==> src/hw/rtl/owrb_pkg.sv <==
// ---------------------------------------------------------------------------
// owrb_pkg
// Shared types and constants of the overwriting ring buffer.
// ---------------------------------------------------------------------------
package owrb_pkg;

	localparam int DEPTH   = 16;
	localparam int WORD_W  = 32;
	localparam int PTR_W   = $clog2(DEPTH);
	localparam int CNT_W   = $clog2(DEPTH + 1);
	localparam int CMD_W   = 2;
	localparam int PADDR_W = 3;
	localparam int PDATA_W = 32;

	typedef enum logic [CMD_W-1:0] {
		CMD_PUSH  = 2'd0,
		CMD_POP   = 2'd1,
		CMD_PEEK  = 2'd2,
		CMD_CLEAR = 2'd3
	} cmd_t;

	localparam logic [PADDR_W-3:0] REG_CAPACITY = '0;

	typedef struct packed {
		logic             rd;
		logic             fail;
		logic [CNT_W-1:0] fill_count;
		logic [PTR_W-1:0] head_index;
		logic             empty_res;
	} meta_t;

endpackage

==> src/hw/rtl/owrb_if.sv <==
// ---------------------------------------------------------------------------
// owrb_cmd_if / owrb_res_if
// Valid/ready channels for commands and results.
// ---------------------------------------------------------------------------
interface owrb_cmd_if import owrb_pkg::*; ();
	logic                     valid;
	logic                     ready;
	logic [CMD_W-1:0]         cmd;
	logic signed [WORD_W-1:0] data_in;
	logic [CNT_W-1:0]         offset;

	modport source (output valid, cmd, data_in, offset, input ready);
	modport sink (input valid, cmd, data_in, offset, output ready);
endinterface

interface owrb_res_if import owrb_pkg::*; ();
	logic                     valid;
	logic                     ready;
	logic signed [WORD_W-1:0] data_out;
	logic                     fail;
	logic [CNT_W-1:0]         fill_count;
	logic [PTR_W-1:0]         head_index;
	logic                     empty_res;

	modport source (output valid, data_out, fail, fill_count, head_index, empty_res,
		input ready);
	modport sink (input valid, data_out, fail, fill_count, head_index, empty_res,
		output ready);
endinterface

==> src/hw/rtl/owrb_ram.sv <==
// ---------------------------------------------------------------------------
// owrb_ram
// Generic single-write, single-read RAM with registered read data.
// ---------------------------------------------------------------------------
module owrb_ram #(
	parameter int WIDTH = 32,
	parameter int DEPTH = 16
) (
	input  logic                     clk,
	input  logic                     we,
	input  logic [$clog2(DEPTH)-1:0] waddr,
	input  logic [WIDTH-1:0]         wdata,
	input  logic [$clog2(DEPTH)-1:0] raddr,
	output logic [WIDTH-1:0]         rdata
);

	logic [WIDTH-1:0] mem [DEPTH];

	// read returns the old word on a same-address write
	always_ff @(posedge clk) begin
		if (we) begin
			mem[waddr] <= wdata;
		end
		rdata <= mem[raddr];
	end

endmodule

==> src/hw/rtl/overwriting_ring_buffer_top.sv <==
// ---------------------------------------------------------------------------
// overwriting_ring_buffer_top
// Ring buffer of signed words with run-time capacity; overwrites when full.
//
//   channel  dir  handshake           payload
//   cmd_ch   in   valid/ready         cmd, data_in, offset
//   res_ch   out  valid/ready         data_out, fail, fill_count, head_index,
//                                     empty_res
//   apb      in   psel/penable/pready capacity at byte address 0
//
// One command per cycle while the input is not blocked. Pointers, the slot
// write and the slot read are all taken at the accepting edge, the read word
// landing in the RAM output register; the result register takes it when
// stage 1 advances. A stalled result lets one more command wait in stage 1,
// its read word kept in a hold register, and then blocks the input. Each
// command makes one RAM read and at most one RAM write. Reset empties the
// buffer and sets capacity to the full depth; slot contents are not cleared.
// ---------------------------------------------------------------------------
module overwriting_ring_buffer_top import owrb_pkg::*; (
	input  logic               clk,
	input  logic               arst_n,
	owrb_cmd_if.sink           cmd_ch,
	owrb_res_if.source         res_ch,
	input  logic               psel,
	input  logic               penable,
	input  logic               pwrite,
	input  logic [PADDR_W-1:0] paddr,
	input  logic [PDATA_W-1:0] pwdata,
	output logic [PDATA_W-1:0] prdata,
	output logic               pready
);

	logic [CNT_W-1:0] cap_q;
	logic [PTR_W-1:0] head_q, tail_q;
	logic [CNT_W-1:0] held_q;

	logic             v_s1;
	meta_t            meta_s1;
	logic             rd_new_q;
	logic [WORD_W-1:0] rdata_s1;
	logic             out_v_q;
	meta_t            out_meta_q;
	logic [WORD_W-1:0] out_data_q;

	logic [CNT_W-1:0] cap_eff;
	logic             cfg_wr;
	logic             s1_adv, acc;

	logic [PTR_W-1:0] head_nx, tail_nx, head_inc, tail_inc;
	logic [CNT_W-1:0] held_nx;
	logic [CNT_W-1:0] peek_sum;
	logic             we;
	logic [PTR_W-1:0] waddr, raddr;
	logic [WORD_W-1:0] wdata, rdata;
	meta_t            meta_nx;
	logic             reg_sel;

	assign pready  = 1'b1;
	assign reg_sel = (paddr[PADDR_W-1:2] == REG_CAPACITY);
	assign cfg_wr  = psel && penable && pwrite && reg_sel;
	assign prdata  = reg_sel ? PDATA_W'(cap_q) : '0;

	always_comb begin
		if (cap_q == '0) begin
			cap_eff = CNT_W'(1);
		end else if (cap_q > CNT_W'(DEPTH)) begin
			cap_eff = CNT_W'(DEPTH);
		end else begin
			cap_eff = cap_q;
		end
	end

	assign s1_adv = !out_v_q || res_ch.ready;
	assign cmd_ch.ready = !v_s1 || s1_adv;
	assign acc = cmd_ch.valid && cmd_ch.ready;

	assign head_inc = (CNT_W'(head_q) == cap_eff - CNT_W'(1)) ? '0 : head_q + PTR_W'(1);
	assign tail_inc = (CNT_W'(tail_q) == cap_eff - CNT_W'(1)) ? '0 : tail_q + PTR_W'(1);
	assign peek_sum = CNT_W'(head_q) + cmd_ch.offset - CNT_W'(1);

	always_comb begin
		head_nx = head_q;
		tail_nx = tail_q;
		held_nx = held_q;
		we      = 1'b0;
		waddr   = head_q;
		wdata   = '0;
		raddr   = head_q;
		meta_nx = '0;
		case (cmd_t'(cmd_ch.cmd))
			CMD_PUSH: begin
				we      = 1'b1;
				waddr   = tail_q;
				wdata   = cmd_ch.data_in;
				tail_nx = tail_inc;
				if (held_q < cap_eff) begin
					held_nx = held_q + CNT_W'(1);
				end else begin
					head_nx = head_inc;
				end
			end
			CMD_POP: begin
				if (held_q == '0) begin
					meta_nx.fail = 1'b1;
				end else begin
					meta_nx.rd = 1'b1;
					we         = 1'b1;
					head_nx    = head_inc;
					held_nx    = held_q - CNT_W'(1);
				end
			end
			CMD_PEEK: begin
				if (cmd_ch.offset == '0 || cmd_ch.offset > held_q) begin
					meta_nx.fail = 1'b1;
				end else begin
					meta_nx.rd = 1'b1;
					raddr = (peek_sum >= cap_eff) ? PTR_W'(peek_sum - cap_eff)
						: PTR_W'(peek_sum);
				end
			end
			default: begin
				we = 1'b1;
			end
		endcase
		meta_nx.fill_count = held_nx;
		meta_nx.head_index = head_nx;
		meta_nx.empty_res  = (held_nx == '0);
	end

	owrb_ram #(
		.WIDTH(WORD_W),
		.DEPTH(DEPTH)
	) u_slots (
		.clk  (clk),
		.we   (we && acc),
		.waddr(waddr),
		.wdata(wdata),
		.raddr(raddr),
		.rdata(rdata)
	);

	always_ff @(posedge clk or negedge arst_n) begin
		if (!arst_n) begin
			cap_q    <= CNT_W'(DEPTH);
			head_q   <= '0;
			tail_q   <= '0;
			held_q   <= '0;
			v_s1     <= 1'b0;
			rd_new_q <= 1'b0;
			out_v_q  <= 1'b0;
		end else begin
			if (cfg_wr) begin
				cap_q  <= pwdata[CNT_W-1:0];
				head_q <= '0;
				tail_q <= '0;
				held_q <= '0;
			end else if (acc) begin
				head_q <= head_nx;
				tail_q <= tail_nx;
				held_q <= held_nx;
			end
			if (cmd_ch.ready) begin
				v_s1 <= acc;
			end
			rd_new_q <= acc;
			if (s1_adv) begin
				out_v_q <= v_s1;
			end
		end
	end

	// payload registers
	always_ff @(posedge clk) begin
		if (acc) begin
			meta_s1 <= meta_nx;
		end
		// keep the read word while stage 1 waits
		if (rd_new_q) begin
			rdata_s1 <= rdata;
		end
		if (s1_adv && v_s1) begin
			out_meta_q <= meta_s1;
			out_data_q <= meta_s1.rd ? (rd_new_q ? rdata : rdata_s1) : '0;
		end
	end

	assign res_ch.valid      = out_v_q;
	assign res_ch.data_out   = out_data_q;
	assign res_ch.fail       = out_meta_q.fail;
	assign res_ch.fill_count = out_meta_q.fill_count;
	assign res_ch.head_index = out_meta_q.head_index;
	assign res_ch.empty_res  = out_meta_q.empty_res;

endmodule

==> src/flat_wrapper.sv <==
// flat-port wrapper written by rule: the top's interface ports become plain ports
module overwriting_ring_buffer_top_flat import owrb_pkg::*;
  (clk, arst_n, psel, penable, pwrite, paddr, pwdata, prdata, pready, cmd_ch_valid, cmd_ch_cmd, cmd_ch_data_in, cmd_ch_offset, cmd_ch_ready, res_ch_valid, res_ch_data_out, res_ch_fail, res_ch_fill_count, res_ch_head_index, res_ch_empty_res, res_ch_ready);
  owrb_cmd_if cmd_ch_i ();
  owrb_res_if res_ch_i ();
  input  logic clk;
  input  logic arst_n;
  input  logic psel;
  input  logic penable;
  input  logic pwrite;
  input  logic [PADDR_W-1:0] paddr;
  input  logic [PDATA_W-1:0] pwdata;
  output logic [PDATA_W-1:0] prdata;
  output logic pready;
  input wire logic [$bits(cmd_ch_i.valid)-1:0] cmd_ch_valid;
  input wire logic [$bits(cmd_ch_i.cmd)-1:0] cmd_ch_cmd;
  input wire logic [$bits(cmd_ch_i.data_in)-1:0] cmd_ch_data_in;
  input wire logic [$bits(cmd_ch_i.offset)-1:0] cmd_ch_offset;
  output wire logic [$bits(cmd_ch_i.ready)-1:0] cmd_ch_ready;
  output wire logic [$bits(res_ch_i.valid)-1:0] res_ch_valid;
  output wire logic [$bits(res_ch_i.data_out)-1:0] res_ch_data_out;
  output wire logic [$bits(res_ch_i.fail)-1:0] res_ch_fail;
  output wire logic [$bits(res_ch_i.fill_count)-1:0] res_ch_fill_count;
  output wire logic [$bits(res_ch_i.head_index)-1:0] res_ch_head_index;
  output wire logic [$bits(res_ch_i.empty_res)-1:0] res_ch_empty_res;
  input wire logic [$bits(res_ch_i.ready)-1:0] res_ch_ready;
  assign cmd_ch_i.valid = cmd_ch_valid;
  assign cmd_ch_i.cmd = cmd_ch_cmd;
  assign cmd_ch_i.data_in = cmd_ch_data_in;
  assign cmd_ch_i.offset = cmd_ch_offset;
  assign cmd_ch_ready = cmd_ch_i.ready;
  assign res_ch_valid = res_ch_i.valid;
  assign res_ch_data_out = res_ch_i.data_out;
  assign res_ch_fail = res_ch_i.fail;
  assign res_ch_fill_count = res_ch_i.fill_count;
  assign res_ch_head_index = res_ch_i.head_index;
  assign res_ch_empty_res = res_ch_i.empty_res;
  assign res_ch_i.ready = res_ch_ready;
  overwriting_ring_buffer_top u_core (.clk(clk), .arst_n(arst_n), .cmd_ch(cmd_ch_i), .res_ch(res_ch_i), .psel(psel), .penable(penable), .pwrite(pwrite), .paddr(paddr), .pwdata(pwdata), .prdata(prdata), .pready(pready));
endmodule
==> config.mk <==
export PLATFORM = sky130hd
export DESIGN_NAME = overwriting_ring_buffer_top_flat
export DESIGN_NICKNAME = d
export VERILOG_FILES = /design/src/hw/rtl/owrb_pkg.sv /design/src/hw/rtl/owrb_if.sv /design/src/hw/rtl/owrb_ram.sv /design/src/hw/rtl/overwriting_ring_buffer_top.sv /design/src/flat_wrapper.sv
export SDC_FILE = /design/constraint.sdc
export NUM_CORES = 1
export LEC_CHECK = 0
export BUFFER_PORTS_ARGS = -buffer_cell sky130_fd_sc_hd__buf_4
export CAP_MARGIN = 40
export CORE_AREA = 5 5 213 215
export CTS_CLUSTER_SIZE = 40
export DETAILED_ROUTE_END_ITERATION = 16
export DIE_AREA = 0 0 218 220
export PLACE_DENSITY_LB_ADDON = 0.2
export SYNTH_ARGS = -nofsm -noshare
export SYNTH_HDL_FRONTEND = slang
export SYNTH_HIERARCHICAL = 1
export SYNTH_SLANG_ARGS = --single-unit
==> constraint.sdc <==
create_clock -name clk -period 12.1 [get_ports clk]
set_input_delay 0 -clock clk [delete_from_list [all_inputs] [get_ports clk]]
set_output_delay 0 -clock clk [all_outputs]
set_load 0.1 [all_outputs]
## Word level (Yosys, flattened, before mapping)

Memory sizes are Yosys's and may differ from the RTL's. A register that Yosys moved wholly into a read port is not among the register bits.
Cells that the tools add are included.

| storage, ports and cells | value |
|---|---|
| register bits | 108 |
| latch bits | 0 |
| RAM bits | 512 |
| bits in read-only memories | 0 |
| input port bits | 81 |
| output and inout port bits | 78 |
| word-level logic and storage cells | 87 |
| memories kept | 1 |

| cells by class | value |
|---|---|
| add/sub/neg operators | 8 |
| multiply operators | 0 |
| div/mod/pow operators | 0 |
| magnitude comparators | 4 |
| equality and inequality tests | 4 |
| shift operators | 0 |
| multiplexer cells | 32 |
| bitwise operators | 1 |
| reductions and logical operators | 19 |

Memories:

| name | words | width | read ports | clocked after memory_dff | write ports | line | text |
|---|---|---|---|---|---|---|---|
| u_core.u_slots.mem | 16 | 32 | 1 | 1 | 1 | owrb_ram.sv:17 | `logic [WIDTH-1:0] mem [DEPTH];` |

Operators by type and width:

| operator | count |
|---|---|
| $mux 32 | 2 |
| $mux 4 | 13 |
| $mux 5 | 7 |
| $logic_not 5->1 | 4 |
| $sub 5x1->5 const B | 3 |
| $eq 4x5->1 | 2 |
| $pmux 5 s2 | 1 |
| $add 4x1->4 const B | 2 |
| $pmux 4 s2 | 1 |
| $logic_and 1x1->1 | 6 |
| $mux 1 | 6 |
| $add 4x5->5 | 1 |
| $add 5x1->5 const B | 1 |
| $ge 5x5->1 | 1 |
| $gt 5x5->1 | 1 |
| $gt 5x5->1 const B | 1 |
| $lt 5x5->1 | 1 |
| $pmux 2 s2 | 1 |
| $reduce_bool 2->1 | 2 |
| $sub 4x4->4 | 1 |
| $logic_or 1x1->1 | 3 |
| $eq 2x1->1 const B | 1 |
| $eq 2x2->1 const B | 1 |
| $logic_not 1->1 | 2 |
| other kinds (4) | 4 |

## Longest topological paths before layout

Gate-level depths: netlist (run 1).

| logic depth | value |
|---|---|
| depth in word-level cells | 10 |
| depth in mapped cells | 18 |
| mapped depth without buffers | 15 |

## Modules after synthesis

Netlist (run 1), hierarchy kept.

By module, submodules not included:

| module | instances | cells an instance | area each (µm²) |
|---|---|---|---|
| owrb_ram | 1 | 838 | 19854.0 |
| overwriting_ring_buffer_top | 1 | 529 | 5773.0 |

## Least setup slack after synthesis (run 1)

OpenSTA, ideal clock, no wires.

| timing | value |
|---|---|
| path kind | register to register |
| start point | reg u_core.out_v_q (netlist: u_core/res_ch.valid) |
| end point | mem u_core.u_slots.mem[0][0] (enable) |
| setup time | 0.461 ns |
| data arrival time | 5.303 ns |
| required time | 11.639 ns |
| path slack | 6.336 ns |
| cell stages (with the launch flop) | 8 |
| period minus slack after synthesis | 5.764 ns |
| cell sequence | dfrtp_1 > nand3b_1 > nand2_1 > clkinv_1 > nand2_1 > a21oi_1 > or3b_2 > nor3_1 |

| on the way | value |
|---|---|
| word-level cells in the longest chain between the ends | 7 |

RTL lines:

| item | line | text |
|---|---|---|
| from (decl) | overwriting_ring_buffer_top.sv:41 | `logic out_v_q;` |
| from (signal assigned) | overwriting_ring_buffer_top.sv:167 | `out_v_q <= v_s1;` |
| $logic_not 1->1 | overwriting_ring_buffer_top.sv:73 | `assign s1_adv = !out_v_q \|\| res_ch.ready;` |
| $logic_or 1x1->1 | overwriting_ring_buffer_top.sv:73 |  |
| $logic_or 1x1->1 | overwriting_ring_buffer_top.sv:74 | `assign cmd_ch.ready = !v_s1 \|\| s1_adv;` |
| via cmd_ch_ready | flat_wrapper.sv:19 | `output wire logic [$bits(cmd_ch_i.ready)-1:0] cmd_ch_ready;` |
| $logic_and 1x1->1 | overwriting_ring_buffer_top.sv:75 | `assign acc = cmd_ch.valid && cmd_ch.ready;` |
| via u_core.acc | overwriting_ring_buffer_top.sv:47 | `logic s1_adv, acc;` |
| $logic_and 1x1->1 | overwriting_ring_buffer_top.sv:135 | `.we (we && acc),` |
| $mux 1 | owrb_ram.sv:21 | `if (we) begin` |
| $mux 1 (not written as such) | owrb_ram.sv:22 | `mem[waddr] <= wdata;` |
| to (decl) | owrb_ram.sv:17 |  |

The timed path passes the listed nets, and every way through them passes these cells.

## Worst setup path in the final report (run 1)

| timing | value |
|---|---|
| start point | reg u_core.head_q[1] |
| end point | reg u_core.u_slots.rdata[10] (read register of u_core.u_slots.mem) |

| on the way | value |
|---|---|
| word-level cells in the longest chain between the ends | 6 |
| elaborated cells on any way between the ends | 7 |
| classes of those cells | 3 x add/sub; 1 x order compare; 3 x mux |

RTL lines:

| item | line | text |
|---|---|---|
| from (decl) | overwriting_ring_buffer_top.sv:34 | `logic [PTR_W-1:0] head_q, tail_q;` |
| from (signal assigned) | overwriting_ring_buffer_top.sv:158 | `head_q <= head_nx;` |
| $add 4x5->5 | overwriting_ring_buffer_top.sv:79 | `assign peek_sum = CNT_W'(head_q) + cmd_ch.offset - CNT_W'(1);` |
| $sub 5x1->5 | overwriting_ring_buffer_top.sv:79 |  |
| $ge 5x5->1 | overwriting_ring_buffer_top.sv:117 | `raddr = (peek_sum >= cap_eff) ? PTR_W'(peek_sum - cap_eff)` |
| $mux 4 | overwriting_ring_buffer_top.sv:117 |  |
| $mux 4 | overwriting_ring_buffer_top.sv:113 | `if (cmd_ch.offset == '0 \|\| cmd_ch.offset > held_q) begin` |
| $mux 4 | overwriting_ring_buffer_top.sv:90 | `case (cmd_t'(cmd_ch.cmd))` |
| via u_core.raddr[0] | overwriting_ring_buffer_top.sv:53 | `logic [PTR_W-1:0] waddr, raddr;` |
| to (decl) | owrb_ram.sv:14 | `output logic [WIDTH-1:0] rdata` |

The timed path passes the listed nets, and every way through them passes these cells.
A chain may end at the register's enable or synchronous reset.

==> key figures, run 1 <==
Synth
  • Most used flip-flop cell after synthesis: edfxtp_1
  • Seq cells post-synth: 652
  • Post-synth top area cell: edfxtp_1
  • EDFF count, synth: 567
  • Post-synth top cells: 567 x edfxtp_1, 128 x mux4_2, 70 x nand2_1
  • Yosys warns: 6
  • Largest cells by area after synthesis: edfxtp_1 66%, mux4_2 11%, dfxtp_1 5.0%, dfrtp_1 2.0%, a22oi_1 1.9%
  • Synth cell types: 66
  • Sequential element share of the synthesized area: 0.735
  • Synth Instances: 1367
  • Count leader, synth: edfxtp_1
  • Synth top area share: 0.664
  • Avg Inst Size Synth: 18.7 um^2
  • Asr flop ratio synth: 0.0322
  • Synth Cell Area: 25600 um^2

Finish
  • Design Area, Final: 29500 um^2
  • Area grow syn2layout: 15.2%
  • # diodes: 0
  • Layout cells sized above 1: 0.269
  • Nets@finish: 1629
  • Fillers: 2833
  • Non-Filler Instances: 2162

Detailed routing
  • Final antenna-violating net count: 0
  • Post-DR vias/cell: 6.02
  • Starting DRT DRC Count: 1261
  • Drt first pass iters: 5
  • Post-Route WL: 54400 um
  • Wire per inst: 25.2 um
  • DRC Markers: 0
  • Vias: 13.0k

Timing
  • Slew Limit Fails: 0
  • Normalized max-slew margin: 0.414
  • Final worst path period share: 0.449
  • Hold Vio Cnt, Final: 0
  • Setup TNS: 0 ns
  • Clk_skew: 0.0213 ns
  • Setup Viol. Count Final: 0
  • RSZ-0062 raised after global routing: no
  • Fmax: 184 MHz
  • Worst slew pin tran: 0.879 ns
  • Tmin final: 5.43 ns

Floorplanning
  • Chip width: 218 um
  • Core Rows: 77
  • I/O Pins: 159
  • Core Area: 43500 um^2
  • Die H: 220 um
  • Initial Util: 0.588
  • Die ar.: 48000 um^2

Pwr
  • Net Sw Frac: 0.297
  • Sequential power share: 0.407
  • Clock power frac: 0.303
  • Leak: 10.2 nW
  • Combinational Power Share: 0.290
  • Pwr Total: 6.81 mW
  • Pwr/cell area: 231 nW/um^2
  • P_sw: 2.03 mW
  • Internal Power: 4.78 mW
  • Worst VDD drop: 158 uV

GRT
  • Vias in the first global route: 13.4k
  • Initial antenna violation count: 0
  • First-pass GRT wire length: 82000 um
  • Total track usage: 0.229
  • GRT overflow: 0
  • Largest net degree at the start of global routing: 105

Clock network
  • Clock sinks: 652
  • CTS H-tree lvls: 3
  • Root Driver: clkbuf_16
  • Clock Latency Late Sink: 0.58 ns
  • Clock transition at path regs: 0.06 ns
  • CTS buffer count: 66
  • CTS tree: built
  • CTS Buffer Depth: 3

Setup path
  • Worst EP required: 12.55 ns
  • Critical path fanouts, max: 104
  • Critical Path Sink Type: flop
  • Kind of critical path: flop to flop
  • Reg2Reg Launch Point: u_core/head_q[1]
  • Setup crit start kind: flop
  • Crit path from: u_core/head_q[1]
  • Arr. time, crit path: 5.88 ns

Placed design
  • Port bufs: 101
  • Area post-placement: 27100 um^2
  • GP Congestion: 0.820
  • DP HPWL: 28600 um
  • Cells after DPL: 2026

Outcome
  • Outcome: complete, no violations

Hold path
  • Hold Path Class: input port to flop
  • Beginning of the worst hold path: cmd_ch_offset[0]

Flow run
  • # Max-Cap Violations: 0
per-stage QoR:
| stage | utilization | setup WS [ns] | hold WS, ns |
|---|---|---|---|
| finish | 0.678 | 6.67 | 0.0555 |
| CTS | 0.677 | 6.59 | 0.0141 |
| floorplan | - | 6.34 | -0.296 |
| global placement | 0.622 | 6.64 | -0.0893 |
| detailed placement | 0.623 | 6.61 | -0.0855 |
| global route | 0.678 | 6.14 | 0.0723 |
flip-flops by register name, summed over array words and instances, names as in the netlist:
| name | count |
|---|---|
| u_core/res_ch.fail | 1 |
| u_core/rd_new_q | 1 |
| u_core/held_q | 5 |
| u_core/res_ch.data_out | 32 |
| u_core/tail_q | 4 |
| u_core/res_ch.empty_res | 1 |
| u_core/res_ch.fill_count | 5 |
| u_core/head_q | 4 |
| u_core/rdata_s1 | 32 |
| u_core/cap_q | 5 |
| u_core/res_ch.valid | 1 |
| u_core/u_slots/rdata | 32 |
| u_core/u_slots/mem | 512 |
| u_core/meta_s1 | 12 |
| u_core/res_ch.head_index | 4 |
| u_core/v_s1 | 1 |
critical path, stage by stage, from the launching register on:
cell and delay [ns]:
dfrtp_1 0.51, inv_1 0.17, ha_1 0.31, inv_1 0.04
ha_1 0.22, fa_1 0.38, xor2_1 0.19, ha_1 0.31
nand2_1 0.06, o21ai_1 0.34, mux2_2 0.41, mux2i_4 0.14
buf_4 0.46, buf_12 0.71, mux4_2 0.61, a22oi_1 0.25
nand2_1 0.10
what timing repair did:
item / in CTS / in global routing
buffers inserted: 0 / 0
resized for setup: 0 / 0
endpoints found under the setup margin: 0 / 0
hold buffers: 14 / 0
endpoints found under the hold margin: 30 / 0
layout make-up:
| type | count | area (um^2) | share of cell area |
|---|---|---|---|
| Timing Repair Buffer | 148 | 1190 | 0.0404 |
| Sequential cell | 652 | 18800 | 0.638 |
| Clock inverter | 20 | 255 | 0.00865 |
| Inverter | 33 | 124 | 0.00420 |
| Clock buffer | 101 | 1970 | 0.0667 |
| Multi-Input combinational cell | 616 | 6390 | 0.217 |
| Tap cell | 592 | 741 | 0.0251 |
kinds of logic (layout without fill, tap and decap cells):
family          count (synthesis)  in the layout  synth area share
other cells                     2             28          0.000293
xor+xnor                       18             18           0.00615
fa+ha+maj                      31             31            0.0157
compound gates                147            147            0.0410
buf+inv                       125            302            0.0254
simple gates                  220            220            0.0451
flops                         652            652             0.735
mux                           172            172             0.131
per-layer routing:
layer / vias up / global-route usage / routed length (um)
met5: - / 0 / 0
met4: 0 / 0.0607 / 1070
met3: 84 / 0.0348 / 3630
met2: 476 / 0.391 / 28000
met1: 6792 / 0.315 / 21700
li1: 5674 / - / -
power groups by stage:
stage,combinational (mW),clock [mW],sequential (mW)
after floorplan,1.41,0,2.94
after global placement,1.94,0,2.81
after detailed placement,1.98,0,2.82
after CTS,2.00,2.10,2.77
after global routing,2.14,2.20,2.79
final,1.98,2.06,2.77
cell usage in the layout, fill, tap and decap left out, types with 4 or more instances in the layout:
master and n:
nand3_1 7, clkbuf_1 22, a211oi_1 4, clkinv_1 7, a21o_1 6, dfrtp_1 19, nor2_1 13, clkbuf_16 71
ha_1 28, o21ai_0 17, nor2_4 13, o21a_1 8, nand2_1 70, dlygate4sd3_1 14, edfxtp_1 567, dfxtp_1 64
mux4_2 128, nor3_1 8, inv_1 32, a22oi_1 64, buf_4 128, a31oi_1 7, xor2_1 7, o2111ai_1 4
conb_1 28, and2_1 65, nor3_2 4, clkbuf_8 8, a21oi_1 15, clkinv_2 4, mux2_2 34, nand2b_1 8
nor2b_1 5, bufinv_16 6, xnor2_1 11, mux2i_1 8
final timing paths:
| path | to | slack [ns] | cells after the start |
|---|---|---|---|
| min | u_core/meta_s1[10] | 0.06 | 5 |
| max in group asynchronous | u_core/rd_new_q | 10.74 | 5 |
| min reg2reg | u_core/res_ch.empty_res | 0.41 | 0 |
| max | u_core/u_slots/rdata[10] | 6.67 | 16 |
| min in group asynchronous | u_core/cap_q[4] | 0.47 | 3 |
| max reg2reg | u_core/u_slots/rdata[10] | 6.67 | 16 |
(Power assumes the default switching activity.)
==> inputs of run 2 (changes only) <==
ABC_AREA = 1   (was unset)
CORE_AREA = 5 5 225 227   (was 5 5 213 215)
DIE_AREA = 0 0 230 232   (was 0 0 218 220)
clock period = 5.5 ns   (was 12.1 ns; I/O delays follow)
==> key figures, run 2 <==
Finish
  • Area grow syn2layout: 14.6%
  • Multi-input logic area: 7160 um^2
  • Layout cells sized above 1: 0.102
  • Max reg flops: 512
  • Largest reg by FF count: u_core/u_slots/mem
  • Most common cell after layout, fill and taps aside: nand2_1
  • Util after Layout: 0.675
  • # diodes: 0
  • Fillers: 3547
  • Most frequent cells in the layout: 883 x nand2_1, 567 x edfxtp_1, 479 x inv_1, 412 x nand3_1, 137 x buf_4
  • Nets@finish: 3058
  • Reg area: 18800 um^2

Floorplanning
  • Core Area: 48400 um^2
  • Die ar.: 53400 um^2
  • Die H: 232 um
  • Initial Util: 0.589
  • I/O Pins: 159
  • Chip width: 230 um
  • Core Rows: 81

Synth
  • Seq cells post-synth: 652
  • Largest cells by area after synthesis: edfxtp_1 60%, nand2_1 12%, nand3_1 7.2%, inv_1 6.3%, dfxtp_1 4.5%
  • EDFF count, synth: 567
  • Avg Inst Size Synth: 10.2 um^2
  • Most used flip-flop cell after synthesis: edfxtp_1
  • Yosys warns: 6
  • Post-synth top area cell: edfxtp_1
  • Synth Cell Area: 28500 um^2
  • Asr flop ratio synth: 0.0322
  • Synth cell types: 48
  • Synth top area share: 0.597
  • Count leader, synth: nand2_1
  • Post-synth top cells: 884 x nand2_1, 567 x edfxtp_1, 480 x inv_1
  • Sequential element share of the synthesized area: 0.660
  • Synth Instances: 2804

Setup path
  • Worst path most repeated cell: nand2_1
  • FF-to-FF path depth: 23
  • Worst r2r dst: u_core/u_slots/rdata[22]
  • Setup crit start kind: flop
  • Crit-path cells: inv_1, ha_1, inv_1, ha_1, fa_1, ha_1, a21oi_1, o21a_1, nand2_1, nand2_1, inv_1, o21ai_0, nand2_1, nor2_1, nor3_1, a21oi_4, buf_12, buf_4, nand2_1, nand3_1, nand3_1, nand3_1, nand2_1
  • Crit-path max cell delay: 0.48 ns
  • Critical path fanouts, max: 105
  • Critical Path Sink Type: flop
  • Worst EP required: 5.98 ns
  • Arr. time, crit path: 5.49 ns
  • Flop-to-flop setup slack: 0.49 ns
  • Reg2Reg Launch Point: u_core/head_q[0]
  • Slowest-stage cell, CP: fa_1
  • Kind of critical path: flop to flop

Pwr
  • Worst VDD drop: 486 uV
  • Pwr/cell area: 511 nW/um^2
  • Pwr Total: 16.7 mW
  • Leak: 14.5 nW

GRT
  • Largest net degree at the start of global routing: 129
  • GRT overflow: 0
  • Total track usage: 0.254
  • Vias in the first global route: 19.2k
  • First-pass GRT wire length: 105000 um
  • Initial antenna violation count: 0

Clock network
  • Clock transition at path regs: 0.06 ns
  • CTS tree: built
  • CTS buffer count: 67
  • Cts repair resizes: 0
  • CTS H-tree lvls: 3
  • Clock sinks: 652
  • Root Driver: clkbuf_16
  • Clock Latency Late Sink: 0.59 ns
  • CTS Buffer Depth: 3

Placed design
  • DP HPWL: 39000 um
  • Pre-CTS WS: 0.566 ns
  • Port bufs: 101
  • GP Congestion: 0.868

Detailed routing
  • Post-DR vias/cell: 5.38
  • Starting DRT DRC Count: 1915
  • DRC Markers: 0
  • Post-Route WL: 67700 um
  • Wire per inst: 18.7 um
  • Drt first pass iters: 5
  • Final antenna-violating net count: 0
  • Vias: 19.5k

Timing
  • Normalized max-slew margin: 0.412
  • Clk_skew: 0.0191 ns
  • Slew Limit Fails: 0
  • Tmin final: 5.01 ns
  • RSZ-0062 raised after global routing: no
  • Hold Vio Cnt, Final: 0
  • Final worst path period share: 0.911
  • Setup TNS: 0 ns
  • Worst setup margin: 0.488 ns
  • Fmax: 200 MHz
  • Setup Viol. Count Final: 0
  • Worst slew pin tran: 0.879 ns

Hold path
  • Hold Path Class: input port to flop
  • Hold depth: 3
  • Beginning of the worst hold path: cmd_ch_data_in[23]
  • Hold Path End: u_core/u_slots/mem[2][23]

Outcome
  • Outcome: complete, no violations

Flow run
  • # Max-Cap Violations: 0
==> run 2: cell count changes after synthesis, sizes merged, moves of 15 or more <==
cell,before,now
mux4,128,0
mux2,35,0
nand3,8,417
buf,61,121
a22oi,64,0
a21oi,15,55
and2,67,0
inv,32,486
nor2,26,41
nand2,70,896
==> run 2: per-stage QoR <==
stage	instance area (um^2)	hold WS [ns]	std cells
final	32700	0.0309	3620
after global placement	29800	-0.0849	3448
after CTS	32700	0.0106	3619
after floorplan	28600	-0.296	2830
after detailed placement	30000	-0.0860	3454
after global routing	32700	0.0561	3620
==> run 2: worst max path at each step <==
| stage | from | endpoint | slack (ns) |
|---|---|---|---|
| after detailed placement | u_core/head_q[0] | u_core/u_slots/rdata[21] | 0.57 |
| after global routing | u_core/head_q[0] | u_core/u_slots/rdata[22] | 0.06 |
| after global placement | u_core/head_q[0] | u_core/u_slots/rdata[14] | 0.65 |
| final | u_core/head_q[0] | u_core/u_slots/rdata[22] | 0.49 |
| after CTS | u_core/head_q[0] | u_core/u_slots/rdata[22] | 0.50 |
| after floorplan | u_core/res_ch.valid | u_core/u_slots/mem[12][0] | 1.09 |
==> run 2: what timing repair did <==
item                                   in CTS  in global routing
hold buffers                               44                  0
endpoints found under the hold margin     351                  0
setup endpoints to repair                   0                  0
buffers inserted                            0                  0
==> run 2: layout make-up <==
| class | count | share of cell area |
|---|---|---|
| Clock buffer | 92 | 0.0577 |
| Multi-Input combinational cell | 1539 | 0.219 |
| Clock inverter | 29 | 0.0115 |
| Inverter | 488 | 0.0565 |
| Tap cell | 622 | 0.0238 |
| Sequential cell | 652 | 0.576 |
| Timing Repair Buffer | 198 | 0.0556 |
==> run 2: logic make-up (layout without fill, tap and decap cells) <==
logic type	Yosys count	after routing	synth area share
AO/OA/AOI/OAI	99	99	0.0199
XOR/XNOR	15	15	0.00460
adder cells (fa/ha/maj)	31	31	0.0141
buffers and inverters	639	807	0.0989
flip-flops	652	652	0.660
other	2	28	0.000263
AND/OR/NAND/NOR	1366	1366	0.202
==> run 2: metal layers <==
layer	vias up	part of all wire	global-route usage
met5	-	0	0
met4	0	0.035	0.113
met3	156	0.069	0.0411
met2	710	0.49	0.427
met1	9340	0.40	0.328
li1	9283	-	-
==> run 2: where the power goes <==
part	total, mW	internal (mW)	switching [mW]
Clock	4.65	2.83	1.82
Combinational	5.87	1.72	4.15
Sequential	6.20	5.95	0.250
Total	16.7	10.5	6.22
==> run 2: worst max-delay path: cells and delay by family (launching register included) <==
| family | cells | cell delay [ns] |
|---|---|---|
| AND/OR/NAND/NOR | 10 | 1.00 |
| AO/OA/AOI/OAI | 4 | 0.82 |
| adder cells (fa/ha/maj) | 4 | 1.25 |
| buffers and inverters | 5 | 1.22 |
| flip-flops | 1 | 0.46 |
==> inputs of run 3 (changes only) <==
ABC_AREA = unset   (was 1)
CORE_AREA = 5 5 213 215   (was 5 5 225 227)
DIE_AREA = 0 0 218 220   (was 0 0 230 232)
==> key figures, run 3 (synthesis gave the netlist of run 1 again) <==
Setup path
  • Setup crit start kind: flop
  • Crit-path cells: inv_1, ha_1, inv_1, ha_1, a21o_1, a21oi_1, xnor2_1, ha_1, nand2_1, o21ai_1, mux2_2, mux2i_4, buf_12, mux4_2, a22oi_1, nand2_1
  • Slowest-stage cell, CP: mux2i_4
  • Worst EP required: 5.98 ns
  • Crit-path max cell delay: 0.59 ns
  • Critical path fanouts, max: 24
  • Reg2Reg Launch Point: u_core/head_q[2]
  • Critical path's top delay family: multiplexers
  • Critical Path Sink Type: flop
  • Kind of critical path: flop to flop
  • Flop-to-flop setup slack: 0.56 ns
  • Worst path most repeated cell: ha_1
  • CP bufs+invs: 3
  • Arr. time, crit path: 5.42 ns
  • Crit path from: u_core/head_q[2]

Finish
  • Nets@finish: 1663
  • Layout cells sized above 1: 0.273
  • Max reg flops: 512
  • Most common cell after layout, fill and taps aside: edfxtp_1
  • Largest reg by FF count: u_core/u_slots/mem
  • # diodes: 0
  • Most frequent cells in the layout: 567 x edfxtp_1, 132 x buf_4, 128 x mux4_2, 70 x nand2_1, 65 x and2_1
  • Area grow syn2layout: 16.1%
  • Design Area, Final: 29800 um^2

Detailed routing
  • Drt first pass iters: 5
  • Final antenna-violating net count: 0
  • Wire per inst: 24.9 um
  • Post-DR vias/cell: 5.94
  • Vias: 13.0k
  • Starting DRT DRC Count: 1296
  • Post-Route WL: 54600 um
  • DRC Markers: 0

Floorplanning
  • Chip width: 218 um
  • Die ar.: 48000 um^2
  • Core Area: 43500 um^2
  • Initial Util: 0.588
  • Core Rows: 77
  • Die H: 220 um
  • I/O Pins: 159

Clock network
  • Clock Latency Late Sink: 0.63 ns
  • Post-CTS setup buffers: 0
  • Clock sinks: 652
  • CTS Buffer Depth: 3
  • CTS tree: built
  • CTS H-tree lvls: 2
  • Root Driver: clkbuf_16
  • CTS buffer count: 59
  • Clock transition at path regs: 0.07 ns

Timing
  • Tmin final: 4.94 ns
  • Setup TNS: 0 ns
  • Slew Limit Fails: 0
  • Normalized max-slew margin: 0.444
  • Hold Vio Cnt, Final: 0
  • RSZ-0062 raised after global routing: no
  • Clk_skew: 0.0201 ns
  • Worst slew pin tran: 0.832 ns
  • Final worst path period share: 0.897
  • Setup Viol. Count Final: 0
  • Fmax: 203 MHz

GRT
  • Largest net degree at the start of global routing: 63
  • Initial antenna violation count: 0
  • First-pass GRT wire length: 82100 um
  • GRT overflow: 0
  • Total track usage: 0.231
  • Vias in the first global route: 13.2k

Hold path
  • Beginning of the worst hold path: cmd_ch_data_in[9]
  • Hold Path Class: input port to flop

Pwr
  • Worst VDD drop: 320 uV
  • Leak: 10.3 nW
  • Pwr/cell area: 493 nW/um^2

Flow run
  • # Max-Cap Violations: 0

Placed design
  • GP Congestion: 0.863
  • Port bufs: 101
  • Area post-placement: 27400 um^2
  • DP HPWL: 31600 um

Outcome
  • Outcome: complete, no violations
==> run 3: cell type report <==
cell class / instances / area (um^2)
Timing Repair Buffer: 189 / 1710
Multi-Input combinational cell: 616 / 6400
Clock buffer: 75 / 1570
Sequential cell: 652 / 18800
Clock inverter: 37 / 378
Tap cell: 592 / 741
Fill cell: 2828 / 13800
Inverter: 33 / 124
==> run 3: metal layers <==
layer  GRT usage  wire length, um
met5           0                0
met4      0.0555              922
met3      0.0326             3440
met1       0.327            22500
met2       0.389            27700
==> run 3: path summary, 6_finish.rpt <==
check                                       endpoint  cells past startpoint
setup / recovery            u_core/u_slots/rdata[19]                     16
hold / removal             u_core/u_slots/mem[11][9]                      2
setup reg to reg            u_core/u_slots/rdata[19]                     16
hold reg to reg                   u_core/res_ch.fail                      0
max in group asynchronous            u_core/cap_q[1]                      5
min in group asynchronous            u_core/cap_q[4]                      3
==> run 3: what timing repair did <==
item | 4_1_cts | 5_1_grt
gates resized for setup | 0 | 0
hold buffers | 40 | 0
hold endpoints to repair | 317 | 0
==> run 3: power breakdown <==
| group | switching, mW | total [mW] | internal [mW] |
|---|---|---|---|
| clock | 1.77 | 4.08 | 2.31 |
| combinational | 2.50 | 4.51 | 2.01 |
| sequential | 0.203 | 6.10 | 5.90 |
==> run 3: metrics by stage <==
step | instances | util | power, mW | hold slack [ns] | worst slack (ns)
after floorplan | 1393 | - | 9.58 | -0.296 | 0.0646
after global placement | 2036 | 0.627 | 10.6 | -0.0935 | 0.662
after detailed placement | 2041 | 0.629 | 10.7 | -0.0842 | 0.642
after CTS | 2193 | 0.683 | 14.8 | 0.000852 | 0.600
after global routing | 2194 | 0.683 | 15.4 | 0.0434 | 0.359
final | 2194 | 0.683 | 14.7 | 0.0299 | 0.564
==> run 3: worst reg2reg max path: stages, from the launching register on <==
cell and delay, ns:
dfrtp_1 0.51, inv_1 0.19, ha_1 0.32, inv_1 0.07, ha_1 0.29, a21o_1 0.15, a21oi_1 0.18, xnor2_1 0.10
ha_1 0.29, nand2_1 0.05, o21ai_1 0.37, mux2_2 0.41, mux2i_4 0.59, buf_12 0.32, mux4_2 0.55, a22oi_1 0.27
nand2_1 0.14
